`config.mk`:
```
export PLATFORM = sky130hd
export DESIGN_NAME = breakpoint_watchpoint_table
export DESIGN_NICKNAME = d
export VERILOG_FILES = /design/src/rtl/core/bwt_pkg.sv /design/src/rtl/core/bwt_table.sv /design/src/rtl/core/breakpoint_watchpoint_table.sv
export SDC_FILE = /design/constraint.sdc
export NUM_CORES = 2
export LEC_CHECK = 0
export ABC_CLOCK_PERIOD_IN_PS = 4100
export BUFFER_PORTS_ARGS = -buffer_cell sky130_fd_sc_hd__buf_2
export CORE_MARGIN = 2
export CORE_UTILIZATION = 47
export DETAILED_ROUTE_END_ITERATION = 10
export PLACE_DENSITY_LB_ADDON = 0.25
export SYNTH_ARGS = -nofsm -noshare
export SYNTH_HDL_FRONTEND = slang
export SYNTH_HIERARCHICAL = 1
export SYNTH_SLANG_ARGS = --single-unit
```
`constraint.sdc`:
```
create_clock -name clk -period 4.1 [get_ports clk]
set_input_delay 0.82 -clock clk [delete_from_list [all_inputs] [get_ports clk]]
set_output_delay 0.82 -clock clk [all_outputs]
set_load 0.01 [all_outputs]
```
`src/rtl/core/bwt_pkg.sv`:
```
// Types and constants for the breakpoint and watchpoint match tables.
package bwt_pkg;

    // Default number of entries in each table
    localparam int ENTRIES_DEF = 16;

    // Command codes
    typedef enum logic [1:0] {
        CMD_INSERT = 2'd0,
        CMD_REMOVE = 2'd1,
        CMD_CLEAR  = 2'd2,
        CMD_CHECK  = 2'd3
    } cmd_t;

    // Table selection
    typedef enum logic [1:0] {
        KIND_BREAK = 2'd0,
        KIND_READ  = 2'd1,
        KIND_WRITE = 2'd2,
        KIND_BOTH  = 2'd3
    } kind_t;

    // Input item
    typedef struct packed {
        cmd_t        command;
        kind_t       table_kind;
        logic [31:0] address;
    } req_t;

    // Result item
    typedef struct packed {
        logic break_hit;
        logic read_watch_hit;
        logic write_watch_hit;
    } rsp_t;

    // Update operation applied to one table
    typedef struct packed {
        logic insert;
        logic remove;
        logic clear;
    } tbl_op_t;

endpackage

```
`src/rtl/core/bwt_table.sv`:
```
// One address-match table: valid bits, stored addresses and parallel compare.
module bwt_table
    import bwt_pkg::*;
#(
    parameter int ENTRIES = ENTRIES_DEF
)
(
    input  logic        clk,
    input  logic        rst_n,
    input  tbl_op_t     op,
    input  logic [31:0] addr,
    output logic        hit
);

    logic [ENTRIES-1:0] valid_reg;
    logic [ENTRIES-1:0] valid_next;
    logic [31:0]        addr_reg [ENTRIES];
    logic [ENTRIES-1:0] match;
    logic [ENTRIES-1:0] pick;

    // Per-entry comparators
    always_comb
    begin
        for (int i = 0; i < ENTRIES; i++)
        begin
            match[i] = valid_reg[i] && (addr_reg[i] == addr);
        end
    end

    assign hit = |match;

    // Lowest free entry as a one-hot vector (zero when full)
    assign pick = ~valid_reg & (valid_reg + ENTRIES'(1));

    // Valid bit update
    always_comb
    begin
        valid_next = valid_reg;
        if (op.clear)
        begin
            valid_next = '0;
        end
        else if (op.remove)
        begin
            valid_next = valid_reg & ~match;
        end
        else if (op.insert)
        begin
            valid_next = valid_reg | pick;
        end
    end

    always_ff @(posedge clk or negedge rst_n)
    begin
        if (!rst_n)
        begin
            valid_reg <= '0;
        end
        else
        begin
            valid_reg <= valid_next;
        end
    end

    // Address storage, written only into the picked entry
    always_ff @(posedge clk)
    begin
        for (int i = 0; i < ENTRIES; i++)
        begin
            if (op.insert && pick[i])
            begin
                addr_reg[i] <= addr;
            end
        end
    end

endmodule

```
`src/rtl/core/breakpoint_watchpoint_table.sv`:
```
// The result strobe done passes through the input register and then the result register.
// Throughput: one item per cycle; busy stays low, since parallel comparators and a
// table update in the stage after the input register handle each item.
// Reset: rst_n clears all valid bits and the pipeline strobes; stored addresses are
// not reset and are only compared once written.
// Results cannot be stalled: each is shown for exactly one cycle.
module breakpoint_watchpoint_table
    import bwt_pkg::*;
#(
    parameter int ENTRIES = ENTRIES_DEF
)
(
    input  logic clk,
    input  logic rst_n,
    input  logic start,
    output logic busy,
    input  req_t request,
    output logic done,
    output rsp_t response
);

    logic    item_valid_reg;
    req_t    item_reg;
    logic    done_reg;
    rsp_t    response_reg;
    rsp_t    response_next;
    tbl_op_t break_op;
    tbl_op_t read_op;
    tbl_op_t write_op;
    logic    break_hit;
    logic    read_hit;
    logic    write_hit;
    logic    sel_break;
    logic    sel_read;
    logic    sel_write;

    // The block never refuses an item
    assign busy = 1'b0;

    // Input register
    always_ff @(posedge clk or negedge rst_n)
    begin
        if (!rst_n)
        begin
            item_valid_reg <= 1'b0;
        end
        else
        begin
            item_valid_reg <= start && !busy;
        end
    end

    always_ff @(posedge clk)
    begin
        if (start && !busy)
        begin
            item_reg <= request;
        end
    end

    // Decode of table selection
    assign sel_break = (item_reg.table_kind == KIND_BREAK);
    assign sel_read  = (item_reg.table_kind == KIND_READ)  || (item_reg.table_kind == KIND_BOTH);
    assign sel_write = (item_reg.table_kind == KIND_WRITE) || (item_reg.table_kind == KIND_BOTH);

    // Per-table operations; clear of any watch kind empties both watch tables
    always_comb
    begin
        break_op.insert = item_valid_reg && (item_reg.command == CMD_INSERT) && sel_break;
        break_op.remove = item_valid_reg && (item_reg.command == CMD_REMOVE) && sel_break;
        break_op.clear  = item_valid_reg && (item_reg.command == CMD_CLEAR)  && sel_break;
        read_op.insert  = item_valid_reg && (item_reg.command == CMD_INSERT) && sel_read;
        read_op.remove  = item_valid_reg && (item_reg.command == CMD_REMOVE) && sel_read;
        read_op.clear   = item_valid_reg && (item_reg.command == CMD_CLEAR)  && !sel_break;
        write_op.insert = item_valid_reg && (item_reg.command == CMD_INSERT) && sel_write;
        write_op.remove = item_valid_reg && (item_reg.command == CMD_REMOVE) && sel_write;
        write_op.clear  = item_valid_reg && (item_reg.command == CMD_CLEAR)  && !sel_break;
    end

    bwt_table #(.ENTRIES(ENTRIES)) u_break_tbl
    (
        .clk   (clk),
        .rst_n (rst_n),
        .op    (break_op),
        .addr  (item_reg.address),
        .hit   (break_hit)
    );

    bwt_table #(.ENTRIES(ENTRIES)) u_read_tbl
    (
        .clk   (clk),
        .rst_n (rst_n),
        .op    (read_op),
        .addr  (item_reg.address),
        .hit   (read_hit)
    );

    bwt_table #(.ENTRIES(ENTRIES)) u_write_tbl
    (
        .clk   (clk),
        .rst_n (rst_n),
        .op    (write_op),
        .addr  (item_reg.address),
        .hit   (write_hit)
    );

    // Hit flags only for a check, zero otherwise
    always_comb
    begin
        response_next = '0;
        if (item_reg.command == CMD_CHECK)
        begin
            response_next.break_hit       = break_hit;
            response_next.read_watch_hit  = read_hit;
            response_next.write_watch_hit = write_hit;
        end
    end

    // Result register
    always_ff @(posedge clk or negedge rst_n)
    begin
        if (!rst_n)
        begin
            done_reg <= 1'b0;
        end
        else
        begin
            done_reg <= item_valid_reg;
        end
    end

    always_ff @(posedge clk)
    begin
        if (item_valid_reg)
        begin
            response_reg <= response_next;
        end
    end

    assign done     = done_reg;
    assign response = response_reg;

endmodule

```
==> summary.json <==
{
  "logic_synthesis": {
    "synth.yosys.seq_area_share_pct": 70.16,
    "synth_flop_cell": "sky130_fd_sc_hd__edfxtp_1",
    "mappedNetlistNets": 4233,
    "postSynthRegisterBits": 1625,
    "synthesis.area_per_instance_um2": 16.50,
    "postSynthCellCount": 4194,
    "synth.lib_cells_used.distinct": 61,
    "postSynth.asyncResetShare_pct": 3.077,
    "number_of_synthesized_flops_with_an_enable_pin": 1575,
    "synth-warning-count": 6,
    "mappedNetlistArea_um2": 69190
  },
  "critical_path": {
    "critPathKind": "reg2reg",
    "req_time_crit_path_ns": 4.76,
    "critical_path.max_fanout": 33,
    "critical_path.reg2reg.endpoint": "response[2]",
    "crit_path_end_kind": "flip-flop",
    "worstRegToRegCells": 9,
    "critical_path.reg2reg.startpoint": "item_reg[22]",
    "worst_setup_path_startpoint": "item_reg[22]",
    "timing.critical_path.arrival_ns": 4.14,
    "worst_setup_path_start_kind": "flip-flop",
    "rrSetupSlack_ns": 0.62,
    "worst_setup_path_endpoint": "response[2]"
  },
  "placed_design": {
    "place_hpwl_um": 83210,
    "port_buffer_count": 42,
    "detailedPlace.worstSlack_ns": 0.6758,
    "finalWeightedCongestion": 0.8084,
    "placed_cell_area_um2": 71830
  },
  "cts": {
    "cts_tree": "done",
    "cts.clk_slew.worst_paths_ns": 0.06,
    "clock_tree.root_cell": "sky130_fd_sc_hd__clkbuf_16",
    "cts_buffer_depth": 3,
    "post_cts.repair.setup_buffers": 0,
    "post_cts_resized": 0,
    "clk-insertion-delay-late_ns": 0.78,
    "clkSinkCount": 1625,
    "cts.htree.levels": 4,
    "tritoncts.num_buffers": 164,
    "hold_buffers": 0
  },
  "drt": {
    "detailroute.via_count": 34883,
    "vias_per_cell": 5.445,
    "finalWirelength_um": 155300,
    "avgRoutedWirePerCell_um": 24.25,
    "drt_first_pass_iters": 5,
    "drt_initial_violations": 3532,
    "drc_errors": 0,
    "route.antenna.remaining_nets": 0
  },
  "global_routing": {
    "via_count_of_the_first_global_routing_pass": 34736,
    "antenna_violations_before_repair": 6,
    "groute.usage.overall_pct": 20.72,
    "grt_max_degree": 77,
    "global_route_wire_length_before_repair_um": 231600,
    "grt_total_ovfl": 0
  },
  "layout": {
    "final.fill_count": 11625,
    "finish.utilization_pct": 52.77,
    "final_area_um2": 77000,
    "drive_gt1_share_pct": 11.65,
    "n_antenna_cell": 0,
    "area.growth.synth_to_final_pct": 11.28,
    "final_net_count": 4395
  },
  "timing": {
    "grt_setup_unrepaired": "false",
    "timing.setup.tns_ns": 0,
    "final.period_utilization_pct": 84.95,
    "drv_slew": 0,
    "final_critical_path_setup_slack_ns": 0.6172,
    "timing.final.hold_violations": 0,
    "tightest_slew_ns": 1.259,
    "min_period_ns": 3.483,
    "timing.clock.skew_ns": 0.02889,
    "timing.fmax_ghz": 0.2871,
    "setup_viol": 0,
    "timing.max_slew.rel_slack_pct": 15.30
  },
  "power": {
    "power_density_over_the_cells_nw_per_um2": 464.2,
    "irDropWorstVdd_uv": 461.7,
    "leakage_nw": 22.72,
    "power.total_w": 0.03574
  },
  "floorplanning": {
    "die_height_um": 387.7,
    "floorplan.initialDensity_pct": 47.42,
    "io_pins": 44,
    "fp.dieW_um": 387.7,
    "placement_rows": 140,
    "fp.dieArea_um2": 150300,
    "coreArea_um2": 145900
  },
  "job": {
    "cap_violations": 0
  },
  "min_path": {
    "worstHoldPathType": "in2async"
  },
  "outcome": {
    "status": "complete, no violations"
  }
}
## worst min path at each step
stage                     slack [ns]                        end  depth (start not counted)            from
after floorplan                 0.47                       done                          0  item_valid_reg
after global placement          0.49                       done                          0  item_valid_reg
after detailed placement        0.51                       done                          0  item_valid_reg
after CTS                       0.10   u_write_tbl/valid_reg[7]                          1           rst_n
after global routing            0.16               item_reg[19]                          1     request[19]
final                           0.15  u_write_tbl/valid_reg[12]                          1           rst_n
## stage by stage
step / instances / hold slack, ns
2_1_floorplan: 4194 / 0.4655
3_3_place_gp: 6107 / 0.4875
3_5_place_dp: 6107 / 0.5114
4_1_cts: 6407 / 0.1035
5_1_grt: 6407 / 0.1567
6_report: 6407 / 0.1490
## cell usage after synthesis (all sizes together), types with 17 or more instances
cell / number / share of area (%)
clkbuf: 17 / 0.096
xnor2: 1526 / 19
nor4: 100 / 0.93
buf: 204 / 3.1
a311oi: 19 / 0.24
nor2: 63 / 0.35
edfxtp: 1575 / 68
dfrtp: 50 / 1.8
nand2: 22 / 0.13
nand4: 399 / 3.6
a21oi: 19 / 0.14
nand3: 77 / 0.59
## where the power goes
| group | total [W] | switching (W) | internal [W] |
|---|---|---|---|
| registers | 0.0186 | 0.000121 | 0.0184 |
| logic | 0.00280 | 0.00178 | 0.00102 |
| clock network | 0.0144 | 0.00614 | 0.00824 |
## placed cells by master (no fill, tap or decap), types with 9 or more instances in the layout
| master | netlist | routed |
|---|---|---|
| sky130_fd_sc_hd__a21oi_1 | 18 | 18 |
| sky130_fd_sc_hd__a22oi_1 | 9 | 9 |
| sky130_fd_sc_hd__a311oi_1 | 19 | 19 |
| sky130_fd_sc_hd__buf_12 | 31 | 57 |
| sky130_fd_sc_hd__buf_2 | 24 | 41 |
| sky130_fd_sc_hd__buf_4 | 66 | 119 |
| sky130_fd_sc_hd__clkbuf_1 | 15 | 36 |
| sky130_fd_sc_hd__clkbuf_16 | 0 | 169 |
| sky130_fd_sc_hd__clkbuf_8 | 0 | 10 |
| sky130_fd_sc_hd__clkinv_1 | 0 | 33 |
| sky130_fd_sc_hd__clkinv_2 | 0 | 31 |
| sky130_fd_sc_hd__dfrtp_1 | 50 | 50 |
| sky130_fd_sc_hd__edfxtp_1 | 1575 | 1575 |
| sky130_fd_sc_hd__inv_1 | 10 | 10 |
| sky130_fd_sc_hd__nand2_1 | 21 | 21 |
| sky130_fd_sc_hd__nand3_1 | 72 | 72 |
| sky130_fd_sc_hd__nand4_1 | 398 | 398 |
| sky130_fd_sc_hd__nor2_1 | 62 | 45 |
| sky130_fd_sc_hd__nor2_2 | 0 | 16 |
| sky130_fd_sc_hd__nor3_2 | 2 | 9 |
| sky130_fd_sc_hd__nor4_1 | 98 | 98 |
| sky130_fd_sc_hd__xnor2_1 | 1526 | 1526 |
| sky130_fd_sc_hd__xor2_1 | 10 | 10 |
## final cells by class
type	instances	area, µm²	share of cell area [%]
clock buffers	215	4502	5.847
inverters	10	37.54	0.04875
multi-input cells	2338	18600	24.16
flip-flops and latches	1625	48550	63.05
repair buffers	217	2240	2.909
well taps	1917	2399	3.115
clock inverters	85	669.4	0.8694
## kinds of logic after synthesis
group / synth area share (%)
buffers and inverters: 3.260
xor gates and xnor gates: 19.44
DFF: 70.16
AOI/OAI and AO/OA: 0.7703
other: 0.005420
and+or+nand+nor: 6.361
## worst max-delay path: stages (launching register included)
cell and delay [ns]:
sky130_fd_sc_hd__edfxtp_1 0.38, sky130_fd_sc_hd__buf_12 0.27, sky130_fd_sc_hd__buf_4 0.42, sky130_fd_sc_hd__xnor2_1 0.17, sky130_fd_sc_hd__nand4_1 0.32, sky130_fd_sc_hd__nor4_1 1.11
sky130_fd_sc_hd__nand3_1 0.14, sky130_fd_sc_hd__nand4_1 0.17, sky130_fd_sc_hd__or4_1 0.16, sky130_fd_sc_hd__and3_2 0.18
## metal layers
metal  GRT usage [%]  routed length (µm)
met3           2.663                7388
met4           4.979                2570
met5               0                   0
met2           31.91               71150
met1           31.31               74230
(Power assumes the default switching activity.)
